[src/design/psch_pkg.sv]
// shared constants and types of the preemptive priority scheduler
package psch_pkg;

    localparam int MAX_PROCS = 16;
    localparam int IDX_W     = (MAX_PROCS > 1) ? $clog2(MAX_PROCS) : 1;
    localparam int CNT_W     = $clog2(MAX_PROCS + 1);

    localparam int ID_W   = 16;
    localparam int ARR_W  = 12;
    localparam int BUR_W  = 12;
    localparam int PRI_W  = 8;
    localparam int TIME_W = 17;
    localparam int TOT_W  = 21;

    typedef struct packed {
        logic [ID_W-1:0]  id;
        logic [ARR_W-1:0] arr;
        logic [BUR_W-1:0] bur;
        logic [PRI_W-1:0] pri;
    } entry_t;

    typedef struct packed {
        logic             found;
        logic [IDX_W-1:0] best;
        logic [BUR_W-1:0] best_rem;
    } sel_t;

endpackage

[src/design/preemptive_priority_scheduler.sv]
// Preemptive priority scheduler: loads up to MAX_PROCS (16) process entries, one request per
// cycle, until one marked last_entry; further entries are dropped and flagged. It then
// simulates preemptive priority scheduling from tick 0. For each simulated tick, one shared
// compare unit walks the entry store one entry per cycle to find the ready entry with the
// smallest priority number (lowest index on ties), then the tick state charges the tick. The
// number of simulated ticks for N loaded entries is at least the sum of the bursts and at
// most about 4096 + N * 4095. Results then leave one per cycle in load order while out_ready
// is high; in_ready is low from the last entry until the final result sits in the output
// register.
module preemptive_priority_scheduler
    import psch_pkg::*;
(
    input  logic              clk,
    input  logic              rst_n,
    input  logic              in_valid,
    output logic              in_ready,
    input  logic [ID_W-1:0]   process_id,
    input  logic [ARR_W-1:0]  arrival_time,
    input  logic [BUR_W-1:0]  burst_time,
    input  logic [PRI_W-1:0]  priority_req,
    input  logic              last_entry,
    output logic              out_valid,
    input  logic              out_ready,
    output logic [ID_W-1:0]   out_process_id,
    output logic [TIME_W-1:0] completion_time,
    output logic [TIME_W-1:0] turnaround_time,
    output logic [TIME_W-1:0] waiting_time,
    output logic              last_result,
    output logic [TOT_W-1:0]  total_turnaround,
    output logic [TOT_W-1:0]  total_waiting,
    output logic              entries_dropped
);

    localparam logic [1:0] S_LOAD = 2'd0;
    localparam logic [1:0] S_SCAN = 2'd1;
    localparam logic [1:0] S_TICK = 2'd2;
    localparam logic [1:0] S_OUT  = 2'd3;

    logic [1:0]        state_reg,    state_next;
    logic [CNT_W-1:0]  count_reg,    count_next;
    logic [CNT_W-1:0]  fin_reg,      fin_next;
    logic [IDX_W-1:0]  idx_reg,      idx_next;
    logic [TIME_W-1:0] time_reg,     time_next;
    logic              ovf_reg,      ovf_next;
    logic [TOT_W-1:0]  tot_tat_reg,  tot_tat_next;
    logic [TOT_W-1:0]  tot_wt_reg,   tot_wt_next;
    logic              out_vld_reg,  out_vld_next;

    logic              in_acc;
    logic              load_en;
    logic              at_last_idx;
    logic              out_fire;
    logic              done_entry;
    logic [TIME_W-1:0] time_inc;
    entry_t            load_entry;
    entry_t            rd_entry;
    logic [BUR_W-1:0]  rd_rem;
    logic [TIME_W-1:0] rd_comp;
    logic [TIME_W-1:0] tat;
    logic [TIME_W-1:0] wt;
    logic [TOT_W-1:0]  tat_sum;
    logic [TOT_W-1:0]  wt_sum;
    sel_t              sel;

    assign in_ready    = (state_reg == S_LOAD);
    assign in_acc      = in_valid && in_ready;
    assign load_en     = in_acc && (count_reg < CNT_W'(MAX_PROCS));
    assign at_last_idx = ((CNT_W'(idx_reg) + CNT_W'(1)) == count_reg);
    assign out_fire    = (state_reg == S_OUT) && (!out_vld_reg || out_ready);
    assign time_inc    = time_reg + TIME_W'(1);
    assign done_entry  = sel.found && (sel.best_rem == BUR_W'(1));

    // zero burst is taken as one tick
    assign load_entry.id  = process_id;
    assign load_entry.arr = arrival_time;
    assign load_entry.bur = (burst_time == '0) ? BUR_W'(1) : burst_time;
    assign load_entry.pri = priority_req;

    psch_regfile u_regfile (
        .clk        (clk),
        .load_en    (load_en),
        .load_idx   (count_reg[IDX_W-1:0]),
        .load_entry (load_entry),
        .rem_we     ((state_reg == S_TICK) && sel.found),
        .comp_we    ((state_reg == S_TICK) && done_entry),
        .wr_idx     (sel.best),
        .rem_wdata  (sel.best_rem - BUR_W'(1)),
        .comp_wdata (time_inc),
        .rd_idx     (idx_reg),
        .rd_entry   (rd_entry),
        .rd_rem     (rd_rem),
        .rd_comp    (rd_comp)
    );

    psch_scan_unit u_scan (
        .clk      (clk),
        .rst_n    (rst_n),
        .step     (state_reg == S_SCAN),
        .first    (idx_reg == '0),
        .idx      (idx_reg),
        .rd_entry (rd_entry),
        .rd_rem   (rd_rem),
        .cur_time (time_reg),
        .sel      (sel)
    );

    // per-entry result figures for the output phase
    assign tat     = rd_comp - TIME_W'(rd_entry.arr);
    assign wt      = tat - TIME_W'(rd_entry.bur);
    assign tat_sum = tot_tat_reg + TOT_W'(tat);
    assign wt_sum  = tot_wt_reg + TOT_W'(wt);

    always_comb
    begin
        state_next   = state_reg;
        count_next   = count_reg;
        fin_next     = fin_reg;
        idx_next     = idx_reg;
        time_next    = time_reg;
        ovf_next     = ovf_reg;
        tot_tat_next = tot_tat_reg;
        tot_wt_next  = tot_wt_reg;
        out_vld_next = out_vld_reg;
        if (out_vld_reg && out_ready)
        begin
            out_vld_next = 1'b0;
        end
        unique case (state_reg)
            S_LOAD:
            begin
                if (in_acc)
                begin
                    if (load_en)
                    begin
                        count_next = count_reg + CNT_W'(1);
                    end
                    else
                    begin
                        ovf_next = 1'b1;
                    end
                    if (last_entry)
                    begin
                        state_next = S_SCAN;
                        idx_next   = '0;
                        time_next  = '0;
                        fin_next   = '0;
                    end
                end
            end
            S_SCAN:
            begin
                if (at_last_idx)
                begin
                    state_next = S_TICK;
                end
                else
                begin
                    idx_next = idx_reg + IDX_W'(1);
                end
            end
            S_TICK:
            begin
                time_next = time_inc;
                idx_next  = '0;
                if (done_entry)
                begin
                    fin_next = fin_reg + CNT_W'(1);
                end
                if ((done_entry ? (fin_reg + CNT_W'(1)) : fin_reg) == count_reg)
                begin
                    state_next   = S_OUT;
                    tot_tat_next = '0;
                    tot_wt_next  = '0;
                end
                else
                begin
                    state_next = S_SCAN;
                end
            end
            S_OUT:
            begin
                if (out_fire)
                begin
                    out_vld_next = 1'b1;
                    tot_tat_next = tat_sum;
                    tot_wt_next  = wt_sum;
                    idx_next     = idx_reg + IDX_W'(1);
                    if (at_last_idx)
                    begin
                        state_next = S_LOAD;
                        count_next = '0;
                        ovf_next   = 1'b0;
                        idx_next   = '0;
                    end
                end
            end
            default:
            begin
                state_next = S_LOAD;
            end
        endcase
    end

    always_ff @(posedge clk or negedge rst_n)
    begin
        if (!rst_n)
        begin
            state_reg   <= S_LOAD;
            count_reg   <= '0;
            fin_reg     <= '0;
            idx_reg     <= '0;
            time_reg    <= '0;
            ovf_reg     <= 1'b0;
            out_vld_reg <= 1'b0;
        end
        else
        begin
            state_reg   <= state_next;
            count_reg   <= count_next;
            fin_reg     <= fin_next;
            idx_reg     <= idx_next;
            time_reg    <= time_next;
            ovf_reg     <= ovf_next;
            out_vld_reg <= out_vld_next;
        end
    end

    always_ff @(posedge clk)
    begin
        tot_tat_reg <= tot_tat_next;
        tot_wt_reg  <= tot_wt_next;
        if (out_fire)
        begin
            out_process_id   <= rd_entry.id;
            completion_time  <= rd_comp;
            turnaround_time  <= tat;
            waiting_time     <= wt;
            last_result      <= at_last_idx;
            total_turnaround <= at_last_idx ? tat_sum : '0;
            total_waiting    <= at_last_idx ? wt_sum : '0;
            entries_dropped  <= ovf_reg;
        end
    end

    assign out_valid = out_vld_reg;

endmodule

[src/design/psch_regfile.sv]
// process entry storage: static fields, remaining and completion times
module psch_regfile
    import psch_pkg::*;
(
    input  logic              clk,
    input  logic              load_en,
    input  logic [IDX_W-1:0]  load_idx,
    input  entry_t            load_entry,
    input  logic              rem_we,
    input  logic              comp_we,
    input  logic [IDX_W-1:0]  wr_idx,
    input  logic [BUR_W-1:0]  rem_wdata,
    input  logic [TIME_W-1:0] comp_wdata,
    input  logic [IDX_W-1:0]  rd_idx,
    output entry_t            rd_entry,
    output logic [BUR_W-1:0]  rd_rem,
    output logic [TIME_W-1:0] rd_comp
);

    entry_t            ent_reg  [MAX_PROCS];
    logic [BUR_W-1:0]  rem_reg  [MAX_PROCS];
    logic [TIME_W-1:0] comp_reg [MAX_PROCS];

    always_ff @(posedge clk)
    begin
        if (load_en)
        begin
            ent_reg[load_idx] <= load_entry;
            rem_reg[load_idx] <= load_entry.bur;
        end
        else if (rem_we)
        begin
            rem_reg[wr_idx] <= rem_wdata;
        end
        if (comp_we)
        begin
            comp_reg[wr_idx] <= comp_wdata;
        end
    end

    assign rd_entry = ent_reg[rd_idx];
    assign rd_rem   = rem_reg[rd_idx];
    assign rd_comp  = comp_reg[rd_idx];

endmodule

[src/design/psch_scan_unit.sv]
// shared compare unit: walks the entries one per cycle and keeps the best candidate
module psch_scan_unit
    import psch_pkg::*;
(
    input  logic              clk,
    input  logic              rst_n,
    input  logic              step,
    input  logic              first,
    input  logic [IDX_W-1:0]  idx,
    input  entry_t            rd_entry,
    input  logic [BUR_W-1:0]  rd_rem,
    input  logic [TIME_W-1:0] cur_time,
    output sel_t              sel
);

    logic             found_reg,    found_next;
    logic [IDX_W-1:0] best_reg,     best_next;
    logic [PRI_W-1:0] best_pri_reg, best_pri_next;
    logic [BUR_W-1:0] best_rem_reg, best_rem_next;
    logic             eligible;
    logic             take;

    assign eligible = (TIME_W'(rd_entry.arr) <= cur_time) && (rd_rem != '0);
    // strict less-than keeps the lowest index on equal priority
    assign take = eligible && (first || !found_reg || (rd_entry.pri < best_pri_reg));

    always_comb
    begin
        found_next    = found_reg;
        best_next     = best_reg;
        best_pri_next = best_pri_reg;
        best_rem_next = best_rem_reg;
        if (step)
        begin
            found_next = first ? eligible : (found_reg | eligible);
            if (take)
            begin
                best_next     = idx;
                best_pri_next = rd_entry.pri;
                best_rem_next = rd_rem;
            end
        end
    end

    always_ff @(posedge clk or negedge rst_n)
    begin
        if (!rst_n)
        begin
            found_reg <= 1'b0;
        end
        else
        begin
            found_reg <= found_next;
        end
    end

    always_ff @(posedge clk)
    begin
        best_reg     <= best_next;
        best_pri_reg <= best_pri_next;
        best_rem_reg <= best_rem_next;
    end

    assign sel.found    = found_reg;
    assign sel.best     = best_reg;
    assign sel.best_rem = best_rem_reg;

endmodule

[config.mk]
export PLATFORM = sky130hd
export DESIGN_NAME = preemptive_priority_scheduler
export DESIGN_NICKNAME = d
export VERILOG_FILES = /design/src/design/psch_pkg.sv /design/src/design/preemptive_priority_scheduler.sv /design/src/design/psch_regfile.sv /design/src/design/psch_scan_unit.sv
export SDC_FILE = /design/constraint.sdc
export NUM_CORES = 1
export LEC_CHECK = 0
export BUFFER_PORTS_ARGS = -buffer_cell sky130_fd_sc_hd__buf_4
export CAP_MARGIN = 20
export CORE_MARGIN = 4
export CORE_UTILIZATION = 39
export CTS_CLUSTER_DIAMETER = 60
export DETAILED_ROUTE_END_ITERATION = 12
export HOLD_SLACK_MARGIN = 0.15
export PLACE_DENSITY_LB_ADDON = 0.3
export REMOVE_ABC_BUFFERS = 1
export SLEW_MARGIN = 20
export SYNTH_ARGS = -nofsm -noshare
export SYNTH_HDL_FRONTEND = slang
export SYNTH_HIERARCHICAL = 1
export SYNTH_SLANG_ARGS = --single-unit
[constraint.sdc]
create_clock -name clk -period 6.3 [get_ports clk]
set_input_delay 1.26 -clock clk [delete_from_list [all_inputs] [get_ports clk]]
set_output_delay 1.26 -clock clk [all_outputs]
set_load 0.02 [all_outputs]
==> summary.txt, run 1 <==
Detailed routing
  – Via count: 30671
  – Drt first pass iters: 5
  – Starting DRT DRC Count: 2623
  – Vias per inst: 5.51
  – # DRC: 0
  – Final WL: 144000 um
  – Post-route ant nets: 0
  – DR WL/cell: 25.8 um

Clock tree
  – Sink Count: 1445
  – H-tree depth: 4
  – Root Buffer: clkbuf_16
  – CTS Buffer Depth: 3
  – Number of buffers created by CTS: 151
  – Worst-path clk slew: 0.06 ns
  – Clock latency on the worst-skew pair: 0.80 ns
  – CTS tree: yes

Logic synthesis
  – Syn_area_per_cell: 19.2 um^2
  – Cell Area, Synth: 58200 um^2
  – Proportion of synthesized area in mux cells: 12.3%
  – Synth async-reset ratio: 2.49%
  – Ys Warns: 6
  – Ys flop type: edfxtp_1
  – Post-synth EDFFs: 1409
  – Simple-gate share of the synthesized area: 3.88%
  – Synth Area in Compound Gates: 4.61%
  – Sequential area share after synthesis: 74.2%
  – Synth Area in Adders: 1.96%
  – Yosys reg bits: 1445
  – Post-Synth XOR/XNOR Area: 1.41%
  – Largest family of logic cells by synthesized area: multiplexers
  – Number of distinct library cells after synthesis: 88
  – Cell count after synthesis: 3034

Die
  – Core area: 148000 um^2
  – Full die area: 156000 um^2
  – # rows: 141
  – Die Width: 394 um
  – Initial Util: 39.3%
  – Top Ports: 166
  – Die height: 394 um

Layout
  – Multi-input gate area: 14900 um^2
  – Syn-to-layout area delta: 19.3%
  – Most frequent cells in the layout: 1409 x edfxtp_1, 423 x buf_4, 308 x mux4_2, 154 x clkbuf_16, 138 x a22oi_1
  – Seq. cell area: 43200 um^2
  – Share of cells above drive strength 1: 31.9%
  – # fillers: 12276
  – Most common cell after layout, fill and taps aside: edfxtp_1
  – Fin nets: 3650
  – Max reg flops: 768
  – Final non-filler cell total: 5564

Global routing
  – GRT Util Overall: 18.4%
  – Global-route wire length before repair: 213000 um
  – Initial antenna violation count: 8
  – Grt ovf: 0
  – Vias in the first global route: 31243
  – Largest net degree at the start of global routing: 68

STA
  – Fin crit period: 6.16 ns
  – Max Fclk: 0.162 GHz
  – Final Hold Vio Count: 0
  – Layout Skew: 0.0320 ns
  – Tightest Pin Transition: 1.17 ns
  – Slew HR: 21.8%
  – RSZ-0062 raised after global routing: true
  – Fin crit share: 97.7%
  – Final setup viols: 0
  – Slew Viols, Final: 0

Setup path
  – Crit-path leading delay family: compound AO/OA/AOI/OAI gates
  – CP max stage cell: dfrtp_4
  – Most common cell on crit path: nor2_1
  – Maximum fanout along the worst path: 7
  – Worst Setup Path Type: register to register
  – WP buf/inv: 6
  – Startpoint types: register
  – Critical path's largest stage delay: 0.53 ns
  – Required @ worst endpoint: 6.80 ns
  – Crit. End Element: register
  – Crit path DAT: 6.65 ns

Status
  – Run status: complete, no violations

Placement
  – Buffers added on ports: 165
  – Dpl cells: 5248
  – Placer Congestion: 0.850
  – HPWL after DPL: 86900 um

Worst hold path
  – Worst hold path type: primary input to async pin

Job
  – Max_cap viols: 0
[cells by family (layout without fill, tap and decap cells)]
logic type      after synthesis  count (layout)
compound gates              381             381
other cells                   0               3
mux                         327             327
simple gates                478             478
flops                      1445            1445
xor+xnor                     94              94
fa+ha+maj                    89              89
buf+inv                     220             817
[metal layers]
layer / wire [um] / track usage (%) / part of all wire, %
met1: 61000 / 25.6 / 42
met2: 69600 / 29.6 / 48
met3: 9950 / 4.04 / 6.9
met4: 3020 / 4.74 / 2.1
met5: 40 / 0 / 0.028
[worst reg2reg max path, delay by kind of cell (launching register included)]
kind                     cells  cell delay [ns]
XOR/XNOR                     2             0.47
AND/OR/NAND/NOR             10             1.33
AO/OA/AOI/OAI                9             1.60
adder cells (fa/ha/maj)      3             0.77
flip-flops                   1             0.53
multiplexers                 1             0.42
buffers and inverters        6             0.77
[cells in the mapped netlist (all sizes together) (7+ instances only)]
cell	number	share of area, %
a21oi	48	0.42
edfxtp	1409	73
or3	9	0.097
ha	85	1.8
nor4	10	0.13
xor2	52	0.78
o21a	14	0.18
nand2b	21	0.23
and3	16	0.17
buf	52	0.58
inv	80	0.52
mux2	16	0.31
and2	12	0.13
clkbuf	87	0.56
dfrtp	36	1.5
a211oi	7	0.099
nor2b	12	0.13
nand2	152	0.98
o211ai	8	0.11
o31ai	7	0.090
o21ai	58	0.50
nor2	165	1.1
xnor2	42	0.63
nand4	7	0.075
nor3	19	0.18
a21o	20	0.26
nand3	22	0.20
a22oi	156	2.0
mux4	308	12
a22o	7	0.11
[path summary, 6_finish.rpt]
path / start / to / slack (ns) / cells after the start
worst max register to register: idx_reg[0] / tot_wt_reg[20] / 0.14 / 31
worst max-delay path: idx_reg[0] / tot_wt_reg[20] / 0.14 / 31
worst min register to register: fin_reg[4] / fin_reg[4] / 0.52 / 1
worst min-delay path: rst_n / time_reg[14] / 0.45 / 1
max in group asynchronous: rst_n / idx_reg[0] / 5.40 / 1
min in group clk: fin_reg[4] / fin_reg[4] / 0.52 / 1
[through the flow]
stage	setup WS, ns	util (%)	hold slack [ns]	area, um^2	TNS (ns)
4_1_cts	0.0115	46.6	0.413	69000	0
3_3_place_gp	-0.309	43.0	0.499	63700	-2.18
5_1_grt	-0.145	46.9	0.445	69500	-1.21
6_report	0.145	46.9	0.452	69500	0
2_1_floorplan	-11.39	-	0.441	57600	-1808.32
3_5_place_dp	-0.481	43.0	0.506	63700	-4.01
[repair_timing]
action	4_1_cts	5_1_grt
setup endpoints to repair	12	23
buffers inserted	23	11
pin swaps	31	54
gates cloned	4	0
gates resized for setup	72	67
hold buffers	0	0
[area by class of cell]
type	instances	share of cell area, %
flip-flops and latches	1445	62.2
multi-input cells	1369	21.5
clock buffers	198	5.80
repair buffers	460	5.60
well taps	1930	3.48
clock inverters	78	0.982
inverters	81	0.445
diodes	3	0.0108
Power of run 1 is not shown: default switching activity piles up to over one toggle a cycle in this logic, so the estimate is an artifact.
==> run 2: changes to the inputs <==
==> constraint.sdc (replaced) <==
create_clock -name clk -period 6.65 [get_ports clk]
set_input_delay 1.33 -clock clk [delete_from_list [all_inputs] [get_ports clk]]
set_output_delay 1.33 -clock clk [all_outputs]
set_load 0.02 [all_outputs]
==> run 2 against run 1 <==
Compared with the run above:
- utilization is 0.77 points lower
- worst hold slack gained 0.072 ns
- non-clock buffer count is 94 lower
- critical path type unchanged
- critical endpoint is now total_waiting[17]
- highest routed layer unchanged
==> summary.txt, run 2 (synthesis results as in run 1) <==
Setup path
  – WP buf/inv: 4 (-2)
  – R2r endpoint: total_waiting[17]
  – Critical path's largest stage delay: 0.62 ns (+0.09 ns)
  – Startpoint types: register
  – Maximum fanout along the worst path: 6 (-1)
  – Worst Setup Path Type: register to register
  – RR Startpoint: idx_reg[0]
  – Required @ worst endpoint: 7.15 ns (+0.35 ns)
  – Reg2reg path depth: 26 (-16%)
  – Crit. End Element: register
  – Crit path DAT: 6.91 ns (+0.26 ns)
  – FF-to-FF setup slack: 0.25 ns (+0.10 ns)
  – Crit-path leading delay family: compound AO/OA/AOI/OAI gates
  – Most common cell on crit path: buf_4
  – Critical path depth in cells: 26 (-16%)
  – CP max stage cell: or4b_2

STA
  – Fin crit period: 6.40 ns (+0.248 ns)
  – Fin crit share: 96.3% (-1.4 points)
  – Slew HR: 24.4% (+2.6 points)
  – Final Hold Vio Count: 0 (unchanged)
  – Max Fclk: 0.156 GHz (-3.9%)
  – Setup TNS: 0 ns (unchanged)
  – Final setup viols: 0 (unchanged)
  – Tightest Pin Transition: 1.13 ns (-0.0388 ns)
  – Slew Viols, Final: 0 (unchanged)
  – Layout Skew: 0.0314 ns (-0.000612 ns)

Die
  – Die Width: 394 um (unchanged)
  – Die height: 394 um (unchanged)
  – # rows: 141 (unchanged)
  – Initial Util: 39.3% (unchanged)
  – Full die area: 156000 um^2 (unchanged)
  – Core area: 148000 um^2 (unchanged)
  – Top Ports: 166 (unchanged)

Detailed routing
  – Drt first pass iters: 5 (unchanged)
  – Post-route ant nets: 0 (unchanged)
  – Vias per inst: 5.52 (about the same)
  – Via count: 30135 (-1.7%)
  – DR WL/cell: 26.1 um (+1.1%)
  – Starting DRT DRC Count: 2967 (+13%)
  – # DRC: 0 (unchanged)
  – Final WL: 143000 um (-0.73%)

Layout
  – Seq. cell area: 43200 um^2 (unchanged)
  – Fin nets: 3555 (-2.6%)
  – # fillers: 12342 (+0.54%)
  – Multi-input gate area: 14500 um^2 (-2.4%)
  – Most frequent cells in the layout: 1409 x edfxtp_1, 336 x buf_4, 308 x mux4_2, 154 x clkbuf_16, 143 x a22oi_1
  – Most common cell after layout, fill and taps aside: edfxtp_1
  – Syn-to-layout area delta: 17.3%
  – Share of cells above drive strength 1: 28.7% (-3.2 points)
  – Max reg flops: 768 (unchanged)

Placement
  – Placer Congestion: 0.818 (-3.7%)
  – HPWL after DPL: 85200 um (-2.0%)
  – Buffers added on ports: 165 (unchanged)

Clock tree
  – Sink Count: 1445 (unchanged)
  – Number of buffers created by CTS: 150 (-0.66%)
  – H-tree depth: 4 (unchanged)
  – Clock latency on the worst-skew pair: 0.78 ns (-0.02 ns)
  – Worst-path clk slew: 0.06 ns (about the same)
  – CTS tree: yes
  – CTS Buffer Depth: 3 (unchanged)
  – Post-CTS Hold Buffers: 0 (unchanged)
  – Root Buffer: clkbuf_16

Global routing
  – Vias in the first global route: 30646 (-1.9%)
  – Grt ovf: 0 (unchanged)
  – GRT Util Overall: 18.1% (-0.32 points)
  – Largest net degree at the start of global routing: 72 (+5.9%)
  – Global-route wire length before repair: 208000 um (-2.0%)
  – Initial antenna violation count: 9 (+1)

Status
  – Run status: complete, no violations

Worst hold path
  – Hold Startpoint: fin_reg[4]
  – Hold Path Stages: 1
  – Worst hold path type: register to register
  – Hold endpoint: fin_reg[4]

Job
  – Max_cap viols: 0 (unchanged)
-- run 2: final cells by class --
class,instances,share of cell area [%]
Tap cell,1930,3.53
Clock inverter,89,1.23
Multi-Input combinational cell,1369,21.3
Timing Repair Buffer,366,4.56
Antenna cell,4,0.0147
Clock buffer,178,5.66
Sequential cell,1445,63.3
Inverter,81,0.452
-- run 2: worst max path at each step --
stage | start | to | slack (ns)
final | idx_reg[0] | total_waiting[17] | 0.25
after global routing | idx_reg[0] | tot_wt_reg[18] | -0.02
after CTS | idx_reg[0] | total_waiting[20] | 0.001
after detailed placement | idx_reg[0] | total_waiting[17] | 0.01
after global placement | idx_reg[0] | total_waiting[17] | 0.06
after floorplan | idx_reg[0] | total_waiting[17] | -11.04
-- run 2: worst reg2reg max path, stage by stage, from the launching register on --
cell and delay [ns]:
dfrtp_4 0.56, clkbuf_16 0.21, buf_4 0.11, mux4_2 0.48
a22oi_1 0.24, nand2_2 0.13, ha_4 0.24, a2111o_1 0.44
o211ai_1 0.17, a21bo_2 0.18, a21boi_1 0.08, or4b_2 0.62
nand3_2 0.10, ha_1 0.26, nand2_2 0.09, buf_4 0.10
nor2_1 0.03, a21o_1 0.18, buf_4 0.14, nor4_2 0.17
xor2_1 0.30, ha_1 0.32, a2111oi_2 0.40, o21ai_1 0.13
a21oi_2 0.17, o21ai_0 0.13, nor3b_1 0.15
-- run 2: layer usage --
metal | global-route usage (%) | wire, um
met4 | 4.48 | 2580
met5 | 0 | 34
met3 | 3.65 | 9000
met1 | 25.0 | 61500
met2 | 29.6 | 69400
-- run 2: timing repair --
item | in CTS | in global routing
pin swaps | 0 | 21
cloned | 0 | 5
resized for setup | 1 | 54
endpoints found under the setup margin | 2 | 15
setup buffers | 0 | 25
-- run 2: metrics by stage --
step	area, um^2	utilization [%]	hold slack, ns	worst slack (ns)	instances
2_1_floorplan	57600	-	0.441	-11.04	2895
3_3_place_gp	63000	42.5	0.503	0.0589	5157
3_5_place_dp	63000	42.6	0.515	0.00993	5160
4_1_cts	67700	45.8	0.497	0.00114	5427
5_1_grt	68300	46.2	0.530	-0.0232	5459
6_report	68300	46.2	0.523	0.246	5462
Power of run 2 is left out for the same reason.
